[config.mk]
export PLATFORM = sky130hd
export DESIGN_NAME = relay_request_controller_flat
export DESIGN_NICKNAME = d
export VERILOG_FILES = /design/src/design/rrc_pkg.sv /design/src/design/rrc_if.sv /design/src/design/rrc_ctrl.sv /design/src/design/rrc_dp.sv /design/src/design/relay_request_controller.sv /design/src/flat_wrapper.sv
export SDC_FILE = /design/constraint.sdc
export NUM_CORES = 1
export LEC_CHECK = 0
export BUFFER_PORTS_ARGS = -buffer_cell sky130_fd_sc_hd__buf_2
export CORE_MARGIN = 1
export CORE_UTILIZATION = 55
export DETAILED_ROUTE_END_ITERATION = 16
export PLACE_DENSITY_LB_ADDON = 0.2
export SLEW_MARGIN = 5
export SYNTH_ARGS = -nofsm -noshare
export SYNTH_HDL_FRONTEND = slang
export SYNTH_HIERARCHICAL = 1
export SYNTH_SLANG_ARGS = --single-unit
[constraint.sdc]
create_clock -name clk -period 10.32 [get_ports clk]
set_input_delay 2.58 -clock clk [delete_from_list [all_inputs] [get_ports clk]]
set_output_delay 2.58 -clock clk [all_outputs]
set_load 0.02 [all_outputs]
[src/design/rrc_pkg.sv]
// Relay request controller package: codes, payload structs and controller types.
// No dependencies; every other design file but rrc_if imports it.
package rrc_pkg;

  localparam int RELAYS     = 4;
  localparam int INHIBITORS = 16;
  localparam int RID_W      = (RELAYS > 1) ? $clog2(RELAYS) : 1;
  localparam int INCH_REGS  = 4;

  // Opcodes
  localparam logic [3:0] OP_TOGGLE = 4'd0;
  localparam logic [3:0] OP_ON     = 4'd1;
  localparam logic [3:0] OP_OFF    = 4'd2;
  localparam logic [3:0] OP_PULSE  = 4'd3;
  localparam logic [3:0] OP_TIMED  = 4'd4;
  localparam logic [3:0] OP_INHIB  = 4'd5;
  localparam logic [3:0] OP_REL    = 4'd6;
  localparam logic [3:0] OP_CANCEL = 4'd7;

  // Request sources
  localparam logic [1:0] SRC_INTERLOCK = 2'd3;

  // Status codes
  localparam logic [2:0] ST_APPLIED   = 3'd0;
  localparam logic [2:0] ST_UNCHANGED = 3'd1;
  localparam logic [2:0] ST_DEFERRED  = 3'd2;
  localparam logic [2:0] ST_BLOCKED   = 3'd3;
  localparam logic [2:0] ST_INVALID   = 3'd4;
  localparam logic [2:0] ST_HOUSE     = 3'd5;

  // Timer actions
  localparam logic [1:0] TA_NONE    = 2'd0;
  localparam logic [1:0] TA_CANCEL  = 2'd1;
  localparam logic [1:0] TA_RESTART = 2'd2;

  // Interlock actions
  localparam logic [1:0] IA_NONE       = 2'd0;
  localparam logic [1:0] IA_PREPARE    = 2'd1;
  localparam logic [1:0] IA_CANCEL     = 2'd2;
  localparam logic [1:0] IA_CANCEL_OFF = 2'd3;

  // Auto-off reasons
  localparam logic [1:0] RS_NONE  = 2'd0;
  localparam logic [1:0] RS_PULSE = 2'd1;
  localparam logic [1:0] RS_TIMED = 2'd2;

  // Configuration register indexes
  localparam logic [2:0] CFG_RELAY_COUNT = 3'd0;
  localparam logic [2:0] CFG_INCHING_0   = 3'd1;
  localparam logic [2:0] CFG_INCHING_3   = 3'd4;

  typedef logic [INHIBITORS-1:0] inh_vec_t;

  typedef struct packed {
    logic [3:0]  opcode;
    logic [3:0]  relay_num;
    logic [1:0]  source;
    logic [31:0] on_ms;
    logic        interlock_clear;
    logic [15:0] relay_bits;
    logic [4:0]  inhibitor;
  } rrc_req_t;

  typedef struct packed {
    logic [2:0]  status;
    logic        drive_write;
    logic        drive_on;
    logic [1:0]  timer_action;
    logic [31:0] timer_ms;
    logic [1:0]  interlock_action;
    logic        notify;
    logic [1:0]  notify_source;
    logic [1:0]  auto_off_kind;
    logic        mask_changed;
  } rrc_rsp_t;

  typedef enum logic {
    CS_IDLE,
    CS_EXEC
  } rrc_state_t;

  typedef struct packed {
    logic capture;  // latch the accepted item
    logic commit;   // update the record and load the result register
    logic taken;    // result taken by the receiver
  } rrc_cmd_t;

  typedef struct packed {
    logic out_valid;
  } rrc_stat_t;

endpackage

[src/design/rrc_if.sv]
// Request and response channel interfaces of the relay request controller.
// Depends on nothing; payload fields are plain signals.
interface rrc_req_if;
  logic        valid;
  logic        ready;
  logic [3:0]  opcode;
  logic [3:0]  relay_num;
  logic [1:0]  origin;
  logic [31:0] on_ms;
  logic        interlock_clear;
  logic [15:0] relay_bits;
  logic [4:0]  inhibitor;

  modport source (output valid, opcode, relay_num, origin, on_ms, interlock_clear,
                  relay_bits, inhibitor, input ready);
  modport sink (input valid, opcode, relay_num, origin, on_ms, interlock_clear,
                relay_bits, inhibitor, output ready);
endinterface

interface rrc_rsp_if;
  logic        valid;
  logic        ready;
  logic [2:0]  status;
  logic        drive_write;
  logic        drive_on;
  logic [1:0]  timer_action;
  logic [31:0] timer_ms;
  logic [1:0]  interlock_action;
  logic        notify;
  logic [1:0]  notify_source;
  logic [1:0]  auto_off_kind;
  logic        mask_changed;

  modport source (output valid, status, drive_write, drive_on, timer_action, timer_ms,
                  interlock_action, notify, notify_source, auto_off_kind, mask_changed,
                  input ready);
  modport sink (input valid, status, drive_write, drive_on, timer_action, timer_ms,
                interlock_action, notify, notify_source, auto_off_kind, mask_changed,
                output ready);
endinterface

[src/design/rrc_ctrl.sv]
// Sequencer of the relay request controller: accept, then execute one item.
// Depends on rrc_pkg.
module rrc_ctrl (
  input  logic              clk,
  input  logic              rst,
  input  logic              in_valid,
  output logic              in_ready,
  input  logic              out_ready,
  input  rrc_pkg::rrc_stat_t stat,
  output rrc_pkg::rrc_cmd_t  cmd
);
  import rrc_pkg::*;

  rrc_state_t state, state_next;

  always_ff @(posedge clk) begin
    if (rst) begin
      state <= CS_IDLE;
    end else begin
      state <= state_next;
    end
  end

  always_comb begin
    state_next  = state;
    in_ready    = 1'b0;
    cmd.capture = 1'b0;
    cmd.commit  = 1'b0;
    cmd.taken   = stat.out_valid & out_ready;
    case (state)
      CS_IDLE: begin
        in_ready = 1'b1;
        if (in_valid) begin
          cmd.capture = 1'b1;
          state_next  = CS_EXEC;
        end
      end
      CS_EXEC: begin
        // hold until the result register is free or being emptied
        if (!stat.out_valid || out_ready) begin
          cmd.commit = 1'b1;
          state_next = CS_IDLE;
        end
      end
      default: state_next = CS_IDLE;
    endcase
  end

endmodule

[src/design/rrc_dp.sv]
// Datapath of the relay request controller: registers, relay records, request
// decode and result register. Depends on rrc_pkg.
module rrc_dp (
  input  logic              clk,
  input  logic              rst,
  input  rrc_pkg::rrc_cmd_t  cmd,
  output rrc_pkg::rrc_stat_t stat,
  input  logic              cfg_we,
  input  logic [2:0]        cfg_index,
  input  logic [15:0]       cfg_data,
  input  rrc_pkg::rrc_req_t  req_in,
  output rrc_pkg::rrc_rsp_t  rsp_out
);
  import rrc_pkg::*;

  // configuration
  logic [2:0]  relay_count;
  logic [15:0] inching [INCH_REGS];

  // relay records
  logic        relay_on       [RELAYS];
  logic        relay_applied  [RELAYS];
  inh_vec_t    inhibit_bits   [RELAYS];
  logic [1:0]  off_reason     [RELAYS];
  logic        deferred_pend  [RELAYS];
  logic [1:0]  deferred_rsn   [RELAYS];
  logic [31:0] deferred_delay [RELAYS];

  rrc_req_t req_q;
  rrc_rsp_t rsp_q;
  logic     out_valid;

  // decode of the held item
  logic             valid_id;
  logic [RID_W-1:0] rid;
  logic             cur_on, cur_app, cur_pend;
  inh_vec_t         cur_inh;
  logic [1:0]       cur_offr, cur_drsn;
  logic [31:0]      cur_ddly;
  logic [31:0]      inch_sel;
  logic             target, ok, changed;
  logic [31:0]      ms, ms_e;
  logic [1:0]       reason, reason_e;
  inh_vec_t         inh_bit;
  logic             rec_we;
  logic             on_next, app_next, pend_next;
  logic [1:0]       offr_next, drsn_next;
  logic [31:0]      ddly_next;
  inh_vec_t         inh_next [RELAYS];
  logic             inh_we;
  rrc_rsp_t         rsp_next;
  logic [2:0]       cnt_next;

  assign valid_id = req_q.relay_num < 4'(relay_count);
  assign rid      = req_q.relay_num[RID_W-1:0];
  assign cur_on   = relay_on[rid];
  assign cur_app  = relay_applied[rid];
  assign cur_pend = deferred_pend[rid];
  assign cur_inh  = inhibit_bits[rid];
  assign cur_offr = off_reason[rid];
  assign cur_drsn = deferred_rsn[rid];
  assign cur_ddly = deferred_delay[rid];
  assign inch_sel = (req_q.relay_num < 4'(INCH_REGS)) ?
                    {16'd0, inching[req_q.relay_num[1:0]]} : 32'd0;
  assign inh_bit  = INHIBITORS'(1) << req_q.inhibitor;

  always_comb begin
    target = 1'b0;
    ok     = 1'b1;
    ms     = 32'd0;
    reason = RS_NONE;
    case (req_q.opcode)
      OP_TOGGLE: target = ~cur_on;
      OP_ON:     target = 1'b1;
      OP_OFF:    target = 1'b0;
      OP_PULSE: begin
        ms     = (req_q.on_ms != 32'd0) ? req_q.on_ms : inch_sel;
        ok     = (ms != 32'd0);
        target = 1'b1;
        reason = RS_PULSE;
      end
      default: begin
        target = 1'b1;
        ms     = req_q.on_ms;
        reason = RS_TIMED;
      end
    endcase
  end

  always_comb begin
    rsp_next        = '0;
    rsp_next.status = ST_INVALID;
    rec_we    = 1'b0;
    on_next   = cur_on;
    app_next  = cur_app;
    pend_next = cur_pend;
    offr_next = cur_offr;
    drsn_next = cur_drsn;
    ddly_next = cur_ddly;
    reason_e  = reason;
    ms_e      = ms;
    changed   = cur_on != target;
    inh_we    = 1'b0;
    for (int r = 0; r < RELAYS; r++) begin
      inh_next[r] = inhibit_bits[r];
    end

    if (req_q.opcode <= OP_TIMED && valid_id) begin
      if (!ok) begin
        rsp_next.status = ST_INVALID;
      end else if (target && cur_inh != '0) begin
        rsp_next.status = ST_BLOCKED;
      end else begin
        rec_we = 1'b1;
        if (req_q.source == SRC_INTERLOCK) begin
          // interlock completion resumes the saved switch-on
          if (cur_pend) begin
            reason_e  = cur_drsn;
            ms_e      = cur_ddly;
            pend_next = 1'b0;
          end
        end else begin
          pend_next = 1'b0;
        end
        rsp_next.timer_action = TA_CANCEL;
        offr_next = reason_e;
        if (cur_app && cur_on == target) begin
          if (reason_e != RS_NONE) begin
            rsp_next.timer_action = TA_RESTART;
            rsp_next.timer_ms     = ms_e;
          end
          rsp_next.status = ST_UNCHANGED;
        end else if (target && !req_q.interlock_clear) begin
          rsp_next.interlock_action = IA_PREPARE;
          drsn_next = reason_e;
          ddly_next = ms_e;
          pend_next = 1'b1;
          rsp_next.status = ST_DEFERRED;
        end else begin
          if (!target) begin
            pend_next = 1'b0;
            rsp_next.interlock_action = changed ? IA_CANCEL_OFF : IA_CANCEL;
          end else begin
            rsp_next.interlock_action = IA_PREPARE;
          end
          if (reason_e != RS_NONE) begin
            rsp_next.timer_action = TA_RESTART;
            rsp_next.timer_ms     = ms_e;
          end
          on_next  = target;
          app_next = 1'b1;
          rsp_next.drive_write = 1'b1;
          rsp_next.drive_on    = target;
          if (changed) begin
            rsp_next.notify        = 1'b1;
            rsp_next.notify_source = req_q.source;
          end
          rsp_next.status = ST_APPLIED;
        end
      end
      rsp_next.auto_off_kind = offr_next;
    end else if (req_q.opcode == OP_INHIB || req_q.opcode == OP_REL) begin
      if (req_q.inhibitor < 5'(INHIBITORS)) begin
        inh_we = 1'b1;
        for (int r = 0; r < RELAYS; r++) begin
          if (r < int'(relay_count) && req_q.relay_bits[r]) begin
            inh_next[r] = (req_q.opcode == OP_INHIB) ? (inhibit_bits[r] | inh_bit)
                                                     : (inhibit_bits[r] & ~inh_bit);
            rsp_next.mask_changed = 1'b1;
          end
        end
        rsp_next.status = ST_HOUSE;
      end
    end else if (req_q.opcode == OP_CANCEL) begin
      if (valid_id) begin
        rec_we    = 1'b1;
        pend_next = 1'b0;
        rsp_next.auto_off_kind = cur_offr;
        rsp_next.status        = ST_HOUSE;
      end
    end
  end

  // clamp the relay count to the records that exist
  assign cnt_next = (int'(cfg_data[2:0]) > RELAYS) ? 3'(RELAYS) : cfg_data[2:0];

  always_ff @(posedge clk) begin
    if (cmd.capture) begin
      req_q <= req_in;
    end
    if (cmd.commit) begin
      rsp_q <= rsp_next;
    end
  end

  always_ff @(posedge clk) begin
    if (rst) begin
      out_valid   <= 1'b0;
      relay_count <= 3'd0;
      for (int i = 0; i < INCH_REGS; i++) begin
        inching[i] <= 16'd0;
      end
      for (int r = 0; r < RELAYS; r++) begin
        relay_on[r]       <= 1'b0;
        relay_applied[r]  <= 1'b0;
        inhibit_bits[r]   <= '0;
        off_reason[r]     <= RS_NONE;
        deferred_pend[r]  <= 1'b0;
        deferred_rsn[r]   <= RS_NONE;
        deferred_delay[r] <= 32'd0;
      end
    end else begin
      if (cmd.commit) begin
        out_valid <= 1'b1;
      end else if (cmd.taken) begin
        out_valid <= 1'b0;
      end
      if (cmd.commit && rec_we) begin
        relay_on[rid]       <= on_next;
        relay_applied[rid]  <= app_next;
        off_reason[rid]     <= offr_next;
        deferred_pend[rid]  <= pend_next;
        deferred_rsn[rid]   <= drsn_next;
        deferred_delay[rid] <= ddly_next;
      end
      if (cmd.commit && inh_we) begin
        for (int r = 0; r < RELAYS; r++) begin
          inhibit_bits[r] <= inh_next[r];
        end
      end
      if (cfg_we) begin
        if (cfg_index == CFG_RELAY_COUNT) begin
          // clear the records of relays that become enabled
          for (int r = 0; r < RELAYS; r++) begin
            if (r >= int'(relay_count) && r < int'(cnt_next)) begin
              relay_on[r]       <= 1'b0;
              relay_applied[r]  <= 1'b0;
              inhibit_bits[r]   <= '0;
              off_reason[r]     <= RS_NONE;
              deferred_pend[r]  <= 1'b0;
              deferred_rsn[r]   <= RS_NONE;
              deferred_delay[r] <= 32'd0;
            end
          end
          relay_count <= cnt_next;
        end else if (cfg_index >= CFG_INCHING_0 && cfg_index <= CFG_INCHING_3) begin
          inching[2'(cfg_index - CFG_INCHING_0)] <= cfg_data;
        end
      end
    end
  end

  assign stat.out_valid = out_valid;
  assign rsp_out        = rsp_q;

endmodule

[src/design/relay_request_controller.sv]
// Top level of the relay request controller: channels, config port, sequencer
// and datapath. Depends on rrc_pkg, rrc_if, rrc_ctrl and rrc_dp.
//
// Usage:
//   req  - request channel (valid/ready); one item is one relay request:
//          toggle, on, off, pulse, timed on, inhibit, release, cancel deferred.
//   rsp  - result channel (valid/ready); exactly one result item per request,
//          carrying status, drive command, timer and interlock actions and a
//          change notice for the external driver, timer and observers.
//   cfg  - write-only register port (cfg_we, cfg_index, cfg_data): relay count
//          at index 0, inching times of relays 0..3 at indexes 1..4. Write only
//          while no request is in flight.
// Timing: a request is latched on accept and executed in the execute state, once
//   the result register is free; there the relay record is read, modified and
//   written back and the result register is loaded. The sequencer alternates
//   accept and execute around the single record read-modify-write, so a new
//   request is not accepted until the last one has executed.
// Stall: the result register holds its item until taken; the next request is
//   accepted meanwhile, and its execute step waits for the register to free.
// Reset (rst, synchronous): relay count and inching times go to zero, every
//   relay record is cleared, and no result is pending.
module relay_request_controller (
  input  logic        clk,
  input  logic        rst,
  input  logic        cfg_we,
  input  logic [2:0]  cfg_index,
  input  logic [15:0] cfg_data,
  rrc_req_if.sink     req,
  rrc_rsp_if.source   rsp
);
  import rrc_pkg::*;

  rrc_cmd_t  cmd;
  rrc_stat_t stat;
  rrc_req_t  req_in;
  rrc_rsp_t  rsp_out;

  // pack the request channel fields
  assign req_in.opcode          = req.opcode;
  assign req_in.relay_num       = req.relay_num;
  assign req_in.source          = req.origin;
  assign req_in.on_ms           = req.on_ms;
  assign req_in.interlock_clear = req.interlock_clear;
  assign req_in.relay_bits      = req.relay_bits;
  assign req_in.inhibitor       = req.inhibitor;

  rrc_ctrl u_ctrl (
    .clk       (clk),
    .rst       (rst),
    .in_valid  (req.valid),
    .in_ready  (req.ready),
    .out_ready (rsp.ready),
    .stat      (stat),
    .cmd       (cmd)
  );

  rrc_dp u_dp (
    .clk       (clk),
    .rst       (rst),
    .cmd       (cmd),
    .stat      (stat),
    .cfg_we    (cfg_we),
    .cfg_index (cfg_index),
    .cfg_data  (cfg_data),
    .req_in    (req_in),
    .rsp_out   (rsp_out)
  );

  // drive the result channel from the result register
  assign rsp.valid            = stat.out_valid;
  assign rsp.status           = rsp_out.status;
  assign rsp.drive_write      = rsp_out.drive_write;
  assign rsp.drive_on         = rsp_out.drive_on;
  assign rsp.timer_action     = rsp_out.timer_action;
  assign rsp.timer_ms         = rsp_out.timer_ms;
  assign rsp.interlock_action = rsp_out.interlock_action;
  assign rsp.notify           = rsp_out.notify;
  assign rsp.notify_source    = rsp_out.notify_source;
  assign rsp.auto_off_kind    = rsp_out.auto_off_kind;
  assign rsp.mask_changed     = rsp_out.mask_changed;

endmodule
[src/flat_wrapper.sv]
// flat-port wrapper written by rule: the top's interface ports become plain ports
module relay_request_controller_flat import rrc_pkg::*;
  (clk, rst, cfg_we, cfg_index, cfg_data, req_valid, req_opcode, req_relay_num, req_origin, req_on_ms, req_interlock_clear, req_relay_bits, req_inhibitor, req_ready, rsp_valid, rsp_status, rsp_drive_write, rsp_drive_on, rsp_timer_action, rsp_timer_ms, rsp_interlock_action, rsp_notify, rsp_notify_source, rsp_auto_off_kind, rsp_mask_changed, rsp_ready);
  rrc_req_if req_i ();
  rrc_rsp_if rsp_i ();
  input  logic clk;
  input  logic rst;
  input  logic cfg_we;
  input  logic [2:0] cfg_index;
  input  logic [15:0] cfg_data;
  input wire logic [$bits(req_i.valid)-1:0] req_valid;
  input wire logic [$bits(req_i.opcode)-1:0] req_opcode;
  input wire logic [$bits(req_i.relay_num)-1:0] req_relay_num;
  input wire logic [$bits(req_i.origin)-1:0] req_origin;
  input wire logic [$bits(req_i.on_ms)-1:0] req_on_ms;
  input wire logic [$bits(req_i.interlock_clear)-1:0] req_interlock_clear;
  input wire logic [$bits(req_i.relay_bits)-1:0] req_relay_bits;
  input wire logic [$bits(req_i.inhibitor)-1:0] req_inhibitor;
  output wire logic [$bits(req_i.ready)-1:0] req_ready;
  output wire logic [$bits(rsp_i.valid)-1:0] rsp_valid;
  output wire logic [$bits(rsp_i.status)-1:0] rsp_status;
  output wire logic [$bits(rsp_i.drive_write)-1:0] rsp_drive_write;
  output wire logic [$bits(rsp_i.drive_on)-1:0] rsp_drive_on;
  output wire logic [$bits(rsp_i.timer_action)-1:0] rsp_timer_action;
  output wire logic [$bits(rsp_i.timer_ms)-1:0] rsp_timer_ms;
  output wire logic [$bits(rsp_i.interlock_action)-1:0] rsp_interlock_action;
  output wire logic [$bits(rsp_i.notify)-1:0] rsp_notify;
  output wire logic [$bits(rsp_i.notify_source)-1:0] rsp_notify_source;
  output wire logic [$bits(rsp_i.auto_off_kind)-1:0] rsp_auto_off_kind;
  output wire logic [$bits(rsp_i.mask_changed)-1:0] rsp_mask_changed;
  input wire logic [$bits(rsp_i.ready)-1:0] rsp_ready;
  assign req_i.valid = req_valid;
  assign req_i.opcode = req_opcode;
  assign req_i.relay_num = req_relay_num;
  assign req_i.origin = req_origin;
  assign req_i.on_ms = req_on_ms;
  assign req_i.interlock_clear = req_interlock_clear;
  assign req_i.relay_bits = req_relay_bits;
  assign req_i.inhibitor = req_inhibitor;
  assign req_ready = req_i.ready;
  assign rsp_valid = rsp_i.valid;
  assign rsp_status = rsp_i.status;
  assign rsp_drive_write = rsp_i.drive_write;
  assign rsp_drive_on = rsp_i.drive_on;
  assign rsp_timer_action = rsp_i.timer_action;
  assign rsp_timer_ms = rsp_i.timer_ms;
  assign rsp_interlock_action = rsp_i.interlock_action;
  assign rsp_notify = rsp_i.notify;
  assign rsp_notify_source = rsp_i.notify_source;
  assign rsp_auto_off_kind = rsp_i.auto_off_kind;
  assign rsp_mask_changed = rsp_i.mask_changed;
  assign rsp_i.ready = rsp_ready;
  relay_request_controller u_core (.clk(clk), .rst(rst), .cfg_we(cfg_we), .cfg_index(cfg_index), .cfg_data(cfg_data), .req(req_i), .rsp(rsp_i));
endmodule
==> results of run 1 <==
[cell families after synthesis]
kind of cell | after synthesis | synth area share (%)
AO/OA/AOI/OAI | 327 | 11.8
flip-flops | 390 | 63.3
buffers and inverters | 119 | 2.85
AND/OR/NAND/NOR | 509 | 14.6
XOR/XNOR | 1 | 0.0490
multiplexers | 57 | 7.05
adder cells (fa/ha/maj) | 5 | 0.350
[synthesized netlist by cell type, types with 23 or more instances]
| master | n | area, um^2 |
|---|---|---|
| a21oi_1 | 99 | 495 |
| buf_2 | 23 | 115 |
| clkbuf_1 | 64 | 240 |
| nor2_1 | 123 | 462 |
| nor3_1 | 44 | 220 |
| nor4_1 | 67 | 419 |
| inv_1 | 23 | 86.3 |
| edfxtp_1 | 351 | 10500 |
| o21ai_1 | 25 | 125 |
| o21ai_0 | 50 | 250 |
| nand2_1 | 84 | 315 |
| nand3_1 | 57 | 285 |
| a211oi_1 | 104 | 781 |
| and2_1 | 67 | 419 |
| mux4_2 | 55 | 1240 |
| dfxtp_1 | 39 | 781 |
[cell type report]
type                    count  area, um^2  area share (%)
multi-input cells         899        6150            30.4
well taps                 435         544            2.69
clock buffers              59        1190            5.88
inverters                  24        90.1           0.446
clock inverters            19         126           0.625
flip-flops and latches    390       11300            56.0
repair buffers            147         793            3.92
[sequential cells by signal, indices dropped and copies added (netlist names), named ones only]
signal and count:
u_core/u_dp/inching 64, u_core/u_dp/stat 1, u_core/u_dp/relay_on 4, u_core/u_dp/deferred_delay 128, u_core/u_dp/inhibit_bits 64, u_core/u_dp/relay_applied 4
u_core/u_dp/deferred_pend 4, u_core/u_dp/req_q 52, u_core/u_dp/deferred_rsn 8, u_core/u_dp/rsp_out 47, u_core/u_ctrl/state 1, u_core/u_dp/relay_count 3
u_core/u_dp/off_reason 8
[worst max path at each step]
stage                 startpoint                                             end  slack (ns)  depth (start not counted)
CTS                 cfg_index[0]         u_core/u_dp/inching[0][8]$_SDFFCE_PN0P_        5.09                          8
detailed placement  cfg_index[0]         u_core/u_dp/inching[0][5]$_SDFFCE_PN0P_        4.53                          8
global route        cfg_index[0]         u_core/u_dp/inching[0][8]$_SDFFCE_PN0P_        4.81                          8
floorplan              rsp_ready  u_core/u_dp/deferred_delay[3][0]$_SDFFCE_PN0P_        2.17                          6
global placement    cfg_index[0]         u_core/u_dp/inching[0][5]$_SDFFCE_PN0P_        4.54                          8
finish              cfg_index[0]         u_core/u_dp/inching[0][8]$_SDFFCE_PN0P_        5.06                          8
[per-stage QoR]
| stage | worst slack [ns] | area (um^2) | utilization [%] | hold WS [ns] | std cells |
|---|---|---|---|---|---|
| floorplan | 2.17 | 17900 | - | 0.442 | 1408 |
| global placement | 4.54 | 18900 | 59.4 | 0.455 | 1895 |
| detailed placement | 4.53 | 18900 | 59.4 | 0.456 | 1895 |
| CTS | 5.09 | 20200 | 63.6 | 0.466 | 1973 |
| global route | 4.81 | 20200 | 63.6 | 0.490 | 1973 |
| finish | 5.06 | 20200 | 63.6 | 0.464 | 1973 |
[metal layers]
metal  GRT usage [%]  wire length [um]  vias up
met5               0                 0        -
met4            8.57              1090        0
met3            4.55              3380       87
met2            43.0             20700      557
met1            37.1             18500     6020
li1                -                 -     5703
[critical path, delay by kind of cell]
kind,cells,cell delay [ns]
adders and majority gates,1,0.22
buffers and inverters,2,0.20
AOI/OAI and AO/OA,1,0.15
and+or+nand+nor,4,2.27
[placed cells by master (no fill, tap or decap), drive strengths merged, types with 16 or more instances in the layout]
| master | n |
|---|---|
| and2 | 68 |
| clkinv | 16 |
| inv | 26 |
| dfxtp | 39 |
| nand3 | 57 |
| nor4 | 71 |
| a211oi | 109 |
| edfxtp | 351 |
| o21ai | 77 |
| nand2 | 84 |
| clkbuf | 59 |
| mux4 | 55 |
| buf | 147 |
| nor2 | 124 |
| a21oi | 101 |
| nor2b | 16 |
| nor3 | 45 |
[power by group through the flow]
stage	sequential (uW)	clock [uW]	combinational [uW]
2_1_floorplan	1860	0	205
3_5_place_dp	1870	0	310
5_1_grt	1840	1520	335
3_3_place_gp	1860	0	305
6_report	1840	1440	313
4_1_cts	1840	1460	311
==> impl_metrics.py, run 1 <==
metrics = {
    "outcome": {
        "run_status": "complete, no violations",
    },
    "pwr": {
        "internal-power_uw": 2730,
        "p_leak_uw": 0.00661,
        "pwr-share-seq_pct": 51.2,
        "power.total_uw": 3590,
        "peakVddDrop_mv": 0.114,
        "power_switching_uw": 852,
        "powerDensity_nw_per_um2": 177,
        "p_clk_share_pct": 40.1,
        "combPwrFrac_pct": 8.7,
        "p_sw_share_pct": 23.7,
    },
    "clocking": {
        "root_buffer": "clkbuf_16",
        "postCtsSetupBuffers": 0,
        "cts_sinks": 390,
        "clkSlewWorstSetupHoldPaths_ns": 0.06,
        "h-tree-depth": 2,
        "ctsResizeCount": 0,
        "ctsHoldBuffers": 0,
        "cts_buffer_depth": 3,
        "numCtsBuffers": 43,
        "cts_tree": "built",
        "clkLatencyLatePin_ns": 0.56,
    },
    "worst_setup_path": {
        "rr_worst_depth": 10,
        "required_ns": 10.50,
        "end_kind": "flop",
        "reg2reg_to": "u_core/u_dp/deferred_delay[0][12]$_SDFFCE_PN0P_",
        "slowest_stage": "nor2_1",
        "max_stage_delay_ns": 0.90,
        "worst-path-max-fanout": 19,
        "path_cells": "buf_2 -> inv_1 -> ha_1 -> nor3_1 -> o21ai_0 -> nor2_1 -> and3_1 -> or2_2",
        "cp_data_arrival_time_ns": 5.45,
        "startpoint_type": "input pin",
        "worst-r2r-setup-slack_ns": 5.30,
        "path_class": "input pin to flop",
    },
    "sta": {
        "final_hold_viol_count": 0,
        "setup_violations": 0,
        "rsz0062_at_grt": "false",
        "finalClockSkew_ns": 0.0298,
        "fin_tns_setup_ns": 0,
        "layout_min_cycle_time_ns": 5.26,
        "slew_viol_final": 0,
        "worst_pin_slew_ns": 1.18,
        "fin_crit_sh_pct": 51.0,
        "fmax_ghz": 0.190,
        "relSlewSlack_pct": 21.3,
    },
    "layout": {
        "drive_above_1_share_pct": 19.5,
        "nFillCells": 2457,
        "nNetsFinal": 1598,
        "diodes": 0,
        "syn_to_final_growth_pct": 13.0,
    },
    "global_route": {
        "grt_antenna_before_repair": 0,
        "grt_util_all_layers_pct": 26.6,
        "overflow": 0,
        "grt_pass1_vias": 12200,
        "grt_pass1_wl_mm": 67.6,
        "grt_max_degree": 113,
    },
    "route": {
        "drtIter0Drc": 1068,
        "final_antenna_net_count": 0,
        "remaining_drc_errors": 0,
        "vias_per_cell": 6.27,
        "routed_wl_mm": 43.7,
        "post_drt_wl_per_cell_um": 22.1,
        "drt-pass1-iter-count": 6,
        "vias": 12400,
    },
    "yosys": {
        "synthArstFlopShare_pct": 0,
        "syn_area_per_cell_um2": 12.7,
        "synth_area_um2": 17900,
        "synth_edf_count": 351,
        "synth_cells": 1408,
        "yosysWarnings": 6,
        "syn_nets": 1501,
        "synth_top_flop_cell": "edfxtp_1",
        "yosysUniqueCellTypes": 62,
        "synth-seq-cells": 390,
        "ys_seq_area_share_pct": 63.3,
    },
    "flow_run": {
        "drv_cap": 0,
    },
    "floorplanning": {
        "die_h_um": 182,
        "die_w_um": 182,
        "die_area_um2": 33200,
        "io_pins": 137,
        "rows": 65,
        "start_util_pct": 56.2,
        "core_um2": 31800,
    },
    "min_path": {
        "hold_path_end": "u_core/u_dp/inhibit_bits[3][15]$_SDFFE_PP0P_",
        "min_path_cells": 2,
        "hold_start": "u_core/u_dp/inhibit_bits[3][15]$_SDFFE_PP0P_",
        "hold_path_class": "flop to flop",
    },
    "placement": {
        "gp_congestion": 0.812,
        "port_buffers": 124,
        "dpl.hpwl_mm": 26.3,
    },
}
No activity file was read; power rests on OpenSTA's default activity.
==> run 2: changes to the inputs <==
==> constraint.sdc (replaced) <==
create_clock -name clk -period 5.15 [get_ports clk]
set_input_delay 1.2875 -clock clk [delete_from_list [all_inputs] [get_ports clk]]
set_output_delay 1.2875 -clock clk [all_outputs]
set_load 0.02 [all_outputs]
==> run 2 against run 1 <==
  * Die area is the same
  * Setup slack lost 4.1 ns
  * Final area grew 0.55%
  * Routed wire length grew 0.61%
  * Clock power grew 100%
  * Hold slack gained 0.0081 ns
  * Global-route usage grew 0.17 points
  * Non-clock buffer count grew 13
==> impl_metrics.py, run 2 (synthesis gave the netlist of run 1 again) <==
metrics = {
    "floorplanning": {
        "die_h_um": 182,
        "rows": 65,
        "core_um2": 31800,
        "start_util_pct": 56.2,
        "die_area_um2": 33200,
        "io_pins": 137,
        "die_w_um": 182,
    },
    "worst_setup_path": {
        "startpoint_type": "flop",
        "path_class": "flop to flop",
        "cp_data_arrival_time_ns": 4.44,
        "worst-path-max-fanout": 156,
        "end_kind": "flop",
        "required_ns": 5.39,
    },
    "sta": {
        "setup_violations": 0,
        "relSlewSlack_pct": 28.7,
        "fmax_ghz": 0.238,
        "rsz0062_at_grt": "false",
        "fin_crit_sh_pct": 81.5,
        "finalClockSkew_ns": 0.0297,
        "fin_ws_ns": 0.952,
        "final_hold_viol_count": 0,
        "layout_min_cycle_time_ns": 4.20,
        "worst_pin_slew_ns": 1.06,
        "slew_viol_final": 0,
        "fin_tns_setup_ns": 0,
    },
    "clocking": {
        "clkLatencyLatePin_ns": 0.56,
        "root_buffer": "clkbuf_16",
        "ctsHoldBuffers": 0,
        "numCtsBuffers": 42,
        "cts_tree": "built",
        "postCtsSetupBuffers": 0,
        "h-tree-depth": 2,
        "ctsResizeCount": 0,
        "cts_sinks": 390,
        "cts_buffer_depth": 3,
        "clkSlewWorstSetupHoldPaths_ns": 0.06,
    },
    "layout": {
        "reg_top3": "u_core/u_dp/deferred_delay x128, u_core/u_dp/inching x64, u_core/u_dp/inhibit_bits x64",
        "layout_common_cells": "351 x edfxtp_1, 124 x buf_2, 123 x nor2_1",
        "post-route-util_pct": 63.9,
        "nNetsFinal": 1610,
        "drive_above_1_share_pct": 20.2,
        "layout.cells.most_common": "edfxtp_1",
        "regMostFlops": "u_core/u_dp/deferred_delay",
        "diodes": 0,
        "largest_reg_flops": 128,
        "syn_to_final_growth_pct": 13.6,
    },
    "pwr": {
        "p_leak_uw": 0.00669,
        "powerDensity_nw_per_um2": 356,
        "peakVddDrop_mv": 0.240,
        "power.total_uw": 7240,
    },
    "route": {
        "post_drt_wl_per_cell_um": 22.2,
        "route.met2.wl_mm": 20.8,
        "vias_per_cell": 6.32,
        "remaining_drc_errors": 0,
        "final_antenna_net_count": 0,
        "drt-pass1-iter-count": 7,
        "highest_layer": "met4",
        "vias": 12500,
        "wl_met1_mm": 18.4,
        "drtIter0Drc": 1281,
        "met3WireLength_mm": 3.58,
        "routed_wl_mm": 44.0,
    },
    "placement": {
        "port_buffers": 124,
        "dpl.hpwl_mm": 27.0,
        "gp_congestion": 0.835,
        "dpl_worst_slack_ns": 0.998,
    },
    "min_path": {
        "hold_path_class": "flop to flop",
    },
    "global_route": {
        "overflow": 0,
        "grt_max_degree": 157,
        "grt_util_all_layers_pct": 26.8,
        "grt_pass1_vias": 12400,
        "grt_pass1_wl_mm": 68.3,
        "grt_antenna_before_repair": 0,
    },
    "outcome": {
        "run_status": "complete, no violations",
    },
    "flow_run": {
        "drv_cap": 0,
    },
}
-- run 2: cell types whose count changed in the layout (fill, tap and decap cells not counted) --
cell       change
clkinv_1       -4
nor3_2         -1
o21ai_1        +1
nor3_1         +1
bufinv_16      +3
clkbuf_8       +1
clkbuf_1       -1
buf_4         +12
buf_12         +1
o21ai_2        -1
clkbuf_16      -3
-- run 2: worst paths after layout --
path                            slack [ns]                                         endpoint                                         start  cells past startpoint
worst max-delay path                  0.95  u_core/u_dp/deferred_delay[3][23]$_SDFFCE_PN0P_               u_core/u_dp/req_q[38]$_DFFE_PP_                      8
worst min-delay path                  0.47     u_core/u_dp/inhibit_bits[3][15]$_SDFFE_PP0P_  u_core/u_dp/inhibit_bits[3][15]$_SDFFE_PP0P_                      2
worst max register to register        0.95  u_core/u_dp/deferred_delay[3][23]$_SDFFCE_PN0P_               u_core/u_dp/req_q[38]$_DFFE_PP_                      8
worst min register to register        0.47     u_core/u_dp/inhibit_bits[3][15]$_SDFFE_PP0P_  u_core/u_dp/inhibit_bits[3][15]$_SDFFE_PP0P_                      2
-- run 2: stage by stage --
step / hold slack [ns] / cell area [um^2] / std cells
final: 0.472 / 20300 / 1982
after global routing: 0.491 / 20300 / 1982
after CTS: 0.469 / 20300 / 1982
after detailed placement: 0.458 / 19000 / 1908
after global placement: 0.455 / 19000 / 1908
after floorplan: 0.442 / 17900 / 1408
-- run 2: per-layer routing --
| layer | vias to the layer above | global-route usage, % |
|---|---|---|
| met4 | 0 | 9.11 |
| met2 | 586 | 42.8 |
| met1 | 6104 | 37.2 |
| li1 | 5716 | - |
| met3 | 112 | 4.99 |
| met5 | - | 0 |
-- run 2: area by class of cell --
type,count,area [um^2]
fillers,2397,11500
flip-flops and latches,390,11300
multi-input cells,899,6140
clock buffers,56,1120
repair buffers,160,903
well taps,435,544
clock inverters,18,201
inverters,24,90.1
-- run 2: power breakdown --
group / total, uW / switching [uW] / leakage [uW] / internal, uW
Combinational: 634 / 414 / 0.00224 / 219
Clock: 2930 / 1200 / 0.000648 / 1730
Sequential: 3680 / 79.3 / 0.00380 / 3600
Total: 7240 / 1690 / 0.00669 / 5550
-- run 2: critical path: stages (launching register included) --
cell and delay [ns]:
edfxtp_1 0.44, nor4_2 0.68, nand4_1 0.36, or4_1 0.60
a211oi_2 0.39, nor2_2 0.23, a21oi_4 0.41, buf_12 0.57
a211oi_1 0.14
